File: src/rtl/core/wcdg_pkg.sv
// ---------------------------------------------------------------------------
// wcdg_pkg
// Shared types and constants for the weighted chebyshev distance grad core
// ---------------------------------------------------------------------------
package wcdg_pkg;

    localparam int ELEM_W           = 16;
    localparam int DIST_W           = 32;
    localparam int GRAD_W           = 32;
    localparam int INDEX_W          = 10;
    localparam int MAX_FEATURES_DEF = 1024;

    // sign of left minus right
    localparam logic [1:0] SIGN_ZERO = 2'd0;
    localparam logic [1:0] SIGN_POS  = 2'd1;
    localparam logic [1:0] SIGN_NEG  = 2'd3;

    typedef struct packed {
        logic signed [ELEM_W-1:0] left_elem;
        logic signed [ELEM_W-1:0] right_elem;
        logic        [ELEM_W-1:0] weight_elem;
        logic signed [ELEM_W-1:0] upstream_grad;
        logic                     last_element;
    } in_word_t;

    typedef struct packed {
        logic        [DIST_W-1:0]  distance;
        logic        [INDEX_W-1:0] winner_index;
        logic signed [GRAD_W-1:0]  left_grad_part;
        logic signed [GRAD_W-1:0]  right_grad_part;
        logic signed [GRAD_W-1:0]  weight_grad_part;
    } out_word_t;

endpackage

File: src/rtl/core/weighted_chebyshev_distance_grad_core.sv
// ---------------------------------------------------------------------------
// weighted_chebyshev_distance_grad_core
// Streaming weighted chebyshev distance with gradient parts per vector pair
// ---------------------------------------------------------------------------
// path: a last word enters the product register at acceptance, then moves to
//   the gradient stage, then to the output register where its result is valid
// throughput: one input word per cycle while no last word waits on a busy
//   gradient stage; set by the compare/update loop on the best-value registers
// reset: synchronous active-low aresetn clears all valid flags, the element
//   counter and min_mode; the pair in flight is dropped
module weighted_chebyshev_distance_grad_core #(
    parameter int MAX_FEATURES = wcdg_pkg::MAX_FEATURES_DEF
) (
    input  logic                aclk,
    input  logic                aresetn,
    // configuration write channel (min_mode)
    input  logic                cfg_valid,
    output logic                cfg_ready,
    input  logic                cfg_wdata,
    // feature element words
    input  logic                s_valid,
    output logic                s_ready,
    input  wcdg_pkg::in_word_t  s_data,
    // result words, one per vector pair
    output logic                m_valid,
    input  logic                m_ready,
    output wcdg_pkg::out_word_t m_data
);

    localparam int EW    = wcdg_pkg::ELEM_W;
    localparam int DW    = wcdg_pkg::DIST_W;
    localparam int GW    = wcdg_pkg::GRAD_W;
    localparam int IW    = wcdg_pkg::INDEX_W;
    // element counter holds indexes 0 .. MAX_FEATURES-1
    localparam int CNT_W = (MAX_FEATURES > 1) ? $clog2(MAX_FEATURES) : 1;
    localparam int POS_X = (CNT_W > IW) ? CNT_W : IW;
    localparam logic [CNT_W-1:0] MAX_IDX = CNT_W'(MAX_FEATURES - 1);

    // product stage word
    typedef struct packed {
        logic        [DW-1:0] weighted;
        logic        [EW-1:0] abs_diff;
        logic        [1:0]    sgn;
        logic        [EW-1:0] weight;
        logic signed [EW-1:0] grad;
        logic                 last;
    } prod_t;

    // config register
    logic min_mode_reg, min_mode_next;

    // input side: difference, magnitude, sign and weighted product
    logic signed [EW:0]   diff;
    logic        [EW:0]   diff_mag;
    prod_t                prod_in;

    // product stage
    prod_t prod_reg;
    logic  prod_valid_reg, prod_valid_next;

    // running best of the current pair
    logic [DW-1:0]    best_weighted_reg, best_weighted_next;
    logic [EW-1:0]    best_abs_diff_reg, best_abs_diff_next;
    logic [1:0]       best_sign_reg, best_sign_next;
    logic [EW-1:0]    best_weight_reg, best_weight_next;
    logic [CNT_W-1:0] best_pos_reg, best_pos_next;
    logic [CNT_W-1:0] count_reg, count_next;

    // gradient stage, holds the winner of a finished pair
    logic                 grad_valid_reg, grad_valid_next;
    logic [DW-1:0]        fin_dist_reg, fin_dist_next;
    logic [CNT_W-1:0]     fin_pos_reg, fin_pos_next;
    logic [EW-1:0]        fin_abs_reg, fin_abs_next;
    logic [1:0]           fin_sign_reg, fin_sign_next;
    logic [EW-1:0]        fin_weight_reg, fin_weight_next;
    logic signed [EW-1:0] fin_grad_reg, fin_grad_next;

    // output register
    logic                 out_valid_reg, out_valid_next;
    wcdg_pkg::out_word_t  out_reg, out_next;

    // selection and flow control
    logic             first_elem;
    logic             better;
    logic             take;
    logic [DW-1:0]    sel_weighted;
    logic [EW-1:0]    sel_abs_diff;
    logic [1:0]       sel_sign;
    logic [EW-1:0]    sel_weight;
    logic [CNT_W-1:0] sel_pos;
    logic             out_free;
    logic             grad_free;
    logic             prod_fire;
    logic             s_fire;
    logic             grad_move;

    // gradient products
    logic signed [EW+EW:0] gw_prod;
    logic signed [EW+EW:0] lg_prod;
    logic signed [EW+EW:0] wg_prod;
    logic [POS_X-1:0]      pos_ext;

    // ------------------------------------------------------------------
    // handshakes: a word leaves the product stage every cycle unless it is
    // a last word and the gradient stage cannot take the finished pair
    // ------------------------------------------------------------------
    assign cfg_ready = 1'b1;
    assign out_free  = !out_valid_reg || m_ready;
    assign grad_free = !grad_valid_reg || out_free;
    assign prod_fire = prod_valid_reg && (!prod_reg.last || grad_free);
    assign s_ready   = !prod_valid_reg || prod_fire;
    assign s_fire    = s_valid && s_ready;
    assign grad_move = grad_valid_reg && out_free;

    assign m_valid = out_valid_reg;
    assign m_data  = out_reg;

    // ------------------------------------------------------------------
    // input side: 17-bit difference, magnitude fits 16 bits (max 65535)
    // ------------------------------------------------------------------
    always_comb begin
        diff     = {s_data.left_elem[EW-1], s_data.left_elem}
                 - {s_data.right_elem[EW-1], s_data.right_elem};
        diff_mag = diff[EW] ? (EW+1)'(-diff) : diff;

        prod_in.abs_diff = diff_mag[EW-1:0];
        if (diff[EW]) begin
            prod_in.sgn = wcdg_pkg::SIGN_NEG;
        end else if (diff != '0) begin
            prod_in.sgn = wcdg_pkg::SIGN_POS;
        end else begin
            prod_in.sgn = wcdg_pkg::SIGN_ZERO;
        end
        prod_in.weighted = DW'(diff_mag[EW-1:0]) * DW'(s_data.weight_elem);
        prod_in.weight   = s_data.weight_elem;
        prod_in.grad     = s_data.upstream_grad;
        prod_in.last     = s_data.last_element;
    end

    // ------------------------------------------------------------------
    // compare against the running best; first element of a pair seeds it,
    // ties keep the earlier element
    // ------------------------------------------------------------------
    always_comb begin
        first_elem = (count_reg == '0);
        if (min_mode_reg) begin
            better = prod_reg.weighted < best_weighted_reg;
        end else begin
            better = prod_reg.weighted > best_weighted_reg;
        end
        take = first_elem || better;

        sel_weighted = take ? prod_reg.weighted : best_weighted_reg;
        sel_abs_diff = take ? prod_reg.abs_diff : best_abs_diff_reg;
        sel_sign     = take ? prod_reg.sgn      : best_sign_reg;
        sel_weight   = take ? prod_reg.weight   : best_weight_reg;
        sel_pos      = take ? count_reg         : best_pos_reg;
    end

    // ------------------------------------------------------------------
    // next-state logic
    // ------------------------------------------------------------------
    always_comb begin
        min_mode_next = min_mode_reg;
        if (cfg_valid && cfg_ready) begin
            min_mode_next = cfg_wdata;
        end

        // product stage
        prod_valid_next = prod_valid_reg;
        if (s_fire) begin
            prod_valid_next = 1'b1;
        end else if (prod_fire) begin
            prod_valid_next = 1'b0;
        end

        // running best and element counter
        best_weighted_next = best_weighted_reg;
        best_abs_diff_next = best_abs_diff_reg;
        best_sign_next     = best_sign_reg;
        best_weight_next   = best_weight_reg;
        best_pos_next      = best_pos_reg;
        count_next         = count_reg;
        if (prod_fire) begin
            if (prod_reg.last) begin
                // pair done, next word starts a new pair
                count_next = '0;
            end else begin
                best_weighted_next = sel_weighted;
                best_abs_diff_next = sel_abs_diff;
                best_sign_next     = sel_sign;
                best_weight_next   = sel_weight;
                best_pos_next      = sel_pos;
                // index saturates at the top feature
                if (count_reg != MAX_IDX) begin
                    count_next = count_reg + 1'b1;
                end
            end
        end

        // gradient stage
        grad_valid_next = grad_valid_reg;
        fin_dist_next   = fin_dist_reg;
        fin_pos_next    = fin_pos_reg;
        fin_abs_next    = fin_abs_reg;
        fin_sign_next   = fin_sign_reg;
        fin_weight_next = fin_weight_reg;
        fin_grad_next   = fin_grad_reg;
        if (prod_fire && prod_reg.last) begin
            grad_valid_next = 1'b1;
            fin_dist_next   = sel_weighted;
            fin_pos_next    = sel_pos;
            fin_abs_next    = sel_abs_diff;
            fin_sign_next   = sel_sign;
            fin_weight_next = sel_weight;
            fin_grad_next   = prod_reg.grad;
        end else if (grad_move) begin
            grad_valid_next = 1'b0;
        end

        // gradient products, exact in 33 bits, low 32 bits kept
        gw_prod = (EW+EW+1)'(fin_grad_reg) * (EW+EW+1)'($signed({1'b0, fin_weight_reg}));
        wg_prod = (EW+EW+1)'(fin_grad_reg) * (EW+EW+1)'($signed({1'b0, fin_abs_reg}));
        case (fin_sign_reg)
            wcdg_pkg::SIGN_POS: lg_prod = gw_prod;
            wcdg_pkg::SIGN_NEG: lg_prod = -gw_prod;
            default:            lg_prod = '0;
        endcase
        pos_ext = POS_X'(fin_pos_reg);

        // output register
        out_valid_next = out_valid_reg;
        out_next       = out_reg;
        if (grad_move) begin
            out_valid_next            = 1'b1;
            out_next.distance         = fin_dist_reg;
            out_next.winner_index     = pos_ext[IW-1:0];
            out_next.left_grad_part   = lg_prod[GW-1:0];
            out_next.right_grad_part  = GW'(-lg_prod);
            out_next.weight_grad_part = wg_prod[GW-1:0];
        end else if (m_ready) begin
            out_valid_next = 1'b0;
        end
    end

    // ------------------------------------------------------------------
    // control registers
    // ------------------------------------------------------------------
    always_ff @(posedge aclk) begin
        if (!aresetn) begin
            min_mode_reg   <= 1'b0;
            prod_valid_reg <= 1'b0;
            count_reg      <= '0;
            grad_valid_reg <= 1'b0;
            out_valid_reg  <= 1'b0;
        end else begin
            min_mode_reg   <= min_mode_next;
            prod_valid_reg <= prod_valid_next;
            count_reg      <= count_next;
            grad_valid_reg <= grad_valid_next;
            out_valid_reg  <= out_valid_next;
        end
    end

    // ------------------------------------------------------------------
    // payload registers, no reset needed (seeded by the first element)
    // ------------------------------------------------------------------
    always_ff @(posedge aclk) begin
        if (s_fire) begin
            prod_reg <= prod_in;
        end
        best_weighted_reg <= best_weighted_next;
        best_abs_diff_reg <= best_abs_diff_next;
        best_sign_reg     <= best_sign_next;
        best_weight_reg   <= best_weight_next;
        best_pos_reg      <= best_pos_next;
        fin_dist_reg      <= fin_dist_next;
        fin_pos_reg       <= fin_pos_next;
        fin_abs_reg       <= fin_abs_next;
        fin_sign_reg      <= fin_sign_next;
        fin_weight_reg    <= fin_weight_next;
        fin_grad_reg      <= fin_grad_next;
        out_reg           <= out_next;
    end

`ifndef SYNTHESIS
    // counter never passes the top feature index
    assert property (@(posedge aclk) disable iff (!aresetn)
        count_reg <= MAX_IDX)
        else $error("element counter beyond top index");

    // a finished pair restarts the counter
    assert property (@(posedge aclk) disable iff (!aresetn)
        prod_fire && prod_reg.last |=> count_reg == '0)
        else $error("counter not cleared after last element");

    // an accepted word always lands in the product stage
    assert property (@(posedge aclk) disable iff (!aresetn)
        s_fire |=> prod_valid_reg)
        else $error("accepted word lost");

    // a result only appears from a held gradient stage entry
    assert property (@(posedge aclk) disable iff (!aresetn)
        $rose(out_valid_reg) |-> $past(grad_valid_reg))
        else $error("result without finished pair");
`endif

endmodule

File: config.mk
export PLATFORM = sky130hd
export DESIGN_NAME = weighted_chebyshev_distance_grad_core
export DESIGN_NICKNAME = d
export VERILOG_FILES = /design/src/rtl/core/wcdg_pkg.sv /design/src/rtl/core/weighted_chebyshev_distance_grad_core.sv
export SDC_FILE = /design/constraint.sdc
export NUM_CORES = 2
export LEC_CHECK = 0
export ABC_AREA = 1
export BUFFER_PORTS_ARGS = -buffer_cell sky130_fd_sc_hd__buf_2
export CORE_MARGIN = 3
export CORE_UTILIZATION = 60
export DETAILED_ROUTE_END_ITERATION = 12
export GPL_TIMING_DRIVEN = 0
export PLACE_DENSITY = 0.8
export SYNTH_ARGS = -nofsm -noshare
export SYNTH_HDL_FRONTEND = slang
export SYNTH_SLANG_ARGS = --single-unit
File: constraint.sdc
create_clock -name aclk -period 14.5 [get_ports aclk]
set_input_delay 2.175 -clock aclk [delete_from_list [all_inputs] [get_ports aclk]]
set_output_delay 2.175 -clock aclk [all_outputs]
set_load 0.02 [all_outputs]
[Word level (Yosys, flattened, before mapping)]
Index checks and enable logic that the tools add are counted.
Cells by class
  bitwise logic cells: 1
  $add $sub $neg: 5
  reductions and logical operators: 21
  $lt $le $gt $ge: 2
  $mul: 3
  muxes and demuxes: 17
  equality and inequality tests: 3
Operators with widths (count)
  16-bit by 17-bit multiplier with 32-bit output: 2
  32-bit negator: 2
  32-bit one-hot mux with 2 select lines: 1
  16-bit 2-to-1 mux: 3
  32-bit > comparator: 1
  32-bit < comparator: 1
  16-bit by 16-bit multiplier with 32-bit output: 1
  32-bit 2-to-1 mux: 1
  10-bit 2-to-1 mux: 3
  17-bit nonzero test: 1
  16-bit by 16-bit subtractor with 17-bit output: 1
  16-bit negator: 1
  10-bit by 1-bit adder with 10-bit output (second input constant): 1
  10-bit logical NOT: 1
  10-bit != test (second input constant): 1
  1-bit 2-to-1 mux: 8
  2-bit nonzero test: 4
  1-bit logical OR: 5
  1-bit logical AND: 4
  1-bit logical NOT: 4
  2-bit AND reduction: 2
  2-bit by 1-bit equality test with 1-bit output (second input constant): 1
  2-bit equality test (second input constant): 1
  2-bit 2-to-1 mux: 1
  1-bit NOT: 1
Storage, ports and cells
  word-level logic and storage cells: 79
  register bits after elaboration: 403
  output and inout bits: 141

[Depth between registers and ports, before layout]
  depth after elaboration: 8
  gate-level depth with buffers: 44
  depth with buffers taken out: 43

[Worst setup path before layout]
OpenSTA, ideal clock, no wires.
  path kind: in2reg
  from: input port s_data[49] in the netlist's numbering
  to: register prod_reg[81] in the netlist's numbering, data pin
  data arrival time: 9.706 ns
  path buffers: 1
  stages: 36
  library setup time: 0.265 ns
  slack: 4.529 ns
  path through: inv_1 > ha_1 > inv_1 > fa_1 > xor2_1 > nor3_1 > nand3_1 > nor3_4 > nand3_2 > nand3_1 > nand2_1 > inv_1 > clkbuf_1 > nand2_1 > fa_1 > inv_1 > fa_1 > inv_1 > fa_1 > fa_1 > inv_1 > fa_1 > inv_1 > fa_1 > inv_1 > ha_1 > a21oi_1 > o21ai_0 > o21bai_1 > a21boi_0 > o21ai_0 > a21boi_0 > o21bai_1 > a21boi_0 > o21ai_0 > xor2_1
RTL lines
  from (decl): RTL line weighted_chebyshev_distance_grad_core.sv:23  | input wcdg_pkg::in_word_t s_data,
  to (signal assigned): RTL line weighted_chebyshev_distance_grad_core.sv:270  | prod_reg <= prod_in;
  to (decl): RTL line weighted_chebyshev_distance_grad_core.sv:58  | prod_t prod_reg;

==> impl_metrics.ini <==
[outcome]
status = finished, final reports clean

[setup_path]
regToRegStartpoint = fin_weight_reg[6]
critPathArrivalTime_ps = 11450
rr_worst_depth = 33
crit_path_end_kind = register
cp_slowest_cell = clkbuf_1
cpPeakStageDelay_ps = 600
critPathMostFrequentCell = inv_1
crit_required_ps = 14830
worst_r2r_endpoint = m_data[61]
rrSetupSlack_ps = 6790
path_class = primary input to register
path_max_fanout = 10
worstSetupStartpointType = primary input

[routing]
drt_wl_total_um = 106000
vias = 33000
avgRoutedWirePerCell_um = 17.3
drtIter0Drc = 2387
drc = 0
routed_via_density = 5.37
dr.pass1.iters = 6
detail-route-antenna-nets = 0

[grt]
grt_pass1_wl_um = 173000
gr-total-overflow = 0
grt_pass1_vias = 34300
track_usage_pct = 29.0
antenna_found_initial = 6
grt_max_degree = 61

[timing]
finClkSkew_ps = 20.5
setup_tns_ps = 0
fin_crit_sh_pct = 76.7
tightest_slew_ps = 1070
finalHoldViolCount = 0
whs_ps = 413
slew_viol_final = 0
fmax_mhz = 89.9
rsz0062_at_grt = no
setup_viol = 0
maxSlewHeadroom_pct = 26.8
min_period_ps = 11120

[layout]
fill_cells = 5738
drive_gt1_share_pct = 8.63
final_common_cell = inv_1
postLayoutCellArea_um2 = 47600
nets = 6188
layout_common_cells = inv_1 (1227), nand2_1 (1121), fa_1 (583)
largest_reg_flops = 137
area_growth_pct = 9.21
final_cells = 6132

[synth]
yosysUniqueCellTypes = 58
synth_edf_count = 388
ys_seq_elements = 402
yosys_warnings = 0
syn_nets = 5921
syn_inst = 4876
async_reset_ff_share_pct = 0
ys.flop_type = edfxtp_1
synthXorXnorAreaFrac_pct = 2.26
ys_seq_area_share_pct = 27.4
synthSimpleGateAreaFrac_pct = 16.1
syn-cell-area_um2 = 43600
synth-compound-area-share_pct = 4.15
synth_top_family_by_area = adder cells
synth_fa_ha_area_share_pct = 38.0
synth.area.mux_share_pct = 0
syn_avg_cell_area_um2 = 8.94

[floorplan]
io_pins = 212
rows = 98
core-area_um2 = 71700
die_area_um2 = 76000
fp.dieH_um = 276
initial_core_util_pct = 60.8
die_w_um = 276

[clocking]
htreeDepth = 2
holdBufCountCts = 0
clock_latency_ps = 600
numCtsBuffers = 45
tritoncts = built
clk_pin_slew_worst_paths_ps = 60
clockBufferDepth = 3
post_cts_buffers = 0
ctsResizeCount = 0
cts-root-buf = clkbuf_16
clock_sinks = 402

[placement]
place_congestion = 0.963
post-dp-hpwl_um = 85700
place_area_um2 = 46100
place_inst = 6046
portBuffers = 210

[hold_path]
hold_start = prod_reg[6]
hold_end = fin_grad_reg[5]
hold_path_class = register to register
min_path_cells = 0

[flow_run]
max_cap_viol_count = 0
## stage by stage
step / worst slack [ps] / util, %
6_report: 3380 / 66.4
5_1_grt: 2790 / 66.4
4_1_cts: 3500 / 66.4
3_5_place_dp: 2930 / 64.3
3_3_place_gp: 3050 / 63.9
2_1_floorplan: 4530 / -
## Yosys cell counts (5+ instances only)
| library cell | count | area share [%] |
|---|---|---|
| or2_2 | 23 | 0.33 |
| inv_2 | 16 | 0.14 |
| a21o_1 | 5 | 0.086 |
| nor2_1 | 242 | 2.1 |
| edfxtp_1 | 388 | 27 |
| ha_1 | 391 | 11 |
| a21boi_0 | 7 | 0.12 |
| nor4_1 | 5 | 0.072 |
| inv_1 | 1228 | 11 |
| nor2_2 | 19 | 0.27 |
| fa_1 | 583 | 27 |
| nand2_2 | 27 | 0.39 |
| a21oi_1 | 131 | 1.5 |
| xor2_1 | 75 | 1.5 |
| xnor2_1 | 32 | 0.64 |
| buf_4 | 5 | 0.086 |
| o21bai_1 | 10 | 0.17 |
| o21ai_0 | 124 | 1.4 |
| a211oi_1 | 7 | 0.12 |
| buf_2 | 15 | 0.17 |
| nand3_2 | 18 | 0.41 |
| nand3_1 | 136 | 1.6 |
| o21ai_1 | 5 | 0.057 |
| nor3_1 | 17 | 0.20 |
| nand3b_1 | 12 | 0.21 |
| nor2_4 | 10 | 0.26 |
| nand4_1 | 26 | 0.37 |
| clkbuf_1 | 120 | 1.0 |
| a31oi_1 | 8 | 0.11 |
| dfxtp_1 | 14 | 0.64 |
| nand2_1 | 1121 | 9.6 |
| clkinv_1 | 8 | 0.069 |
| o21a_1 | 6 | 0.10 |
## metal layers
layer	wire (um)	track usage (%)	vias to the layer above
li1	-	-	15300
met1	38700	34.9	15900
met2	53000	50.1	1352
met3	8490	4.82	386
met4	5860	14.9	4
met5	24	0	-
## final cells by class
cell class	instances	area, um^2	area share [%]
antenna	3	7.51	0.0158
clock buffer	53	1160	2.43
inverter	1252	4700	9.87
tap	950	1190	2.50
multi-input combinational	3078	26400	55.5
buffer	144	586	1.23
sequential	402	11900	25.1
timing repair buffer	220	1270	2.66
clock inverter	30	368	0.772
## worst max-delay path: cells and delay by family
kind / cells / cell delay [ps]
compound gates: 9 / 2030
buf+inv: 10 / 1420
xor+xnor: 1 / 180
simple gates: 7 / 1590
fa+ha+maj: 8 / 4030
## worst max-delay path by stage
stage                     from           end  cells after the start
floorplan           s_data[49]  prod_reg[81]                     36
global placement    s_data[49]  prod_reg[81]                     35
detailed placement  s_data[49]  prod_reg[81]                     35
CTS                 s_data[49]  prod_reg[81]                     35
global route        s_data[49]  prod_reg[79]                     39
finish              s_data[49]  prod_reg[81]                     35
## kinds of logic after synthesis
group | Yosys count
AOI/OAI and AO/OA | 325
xor gates and xnor gates | 110
adders and majority gates | 974
buffers and inverters | 1396
DFF | 402
other | 1
and+or+nand+nor | 1668
Power is not shown: default switching activity piles up to over one toggle a cycle in this logic, so the estimate is an artifact.
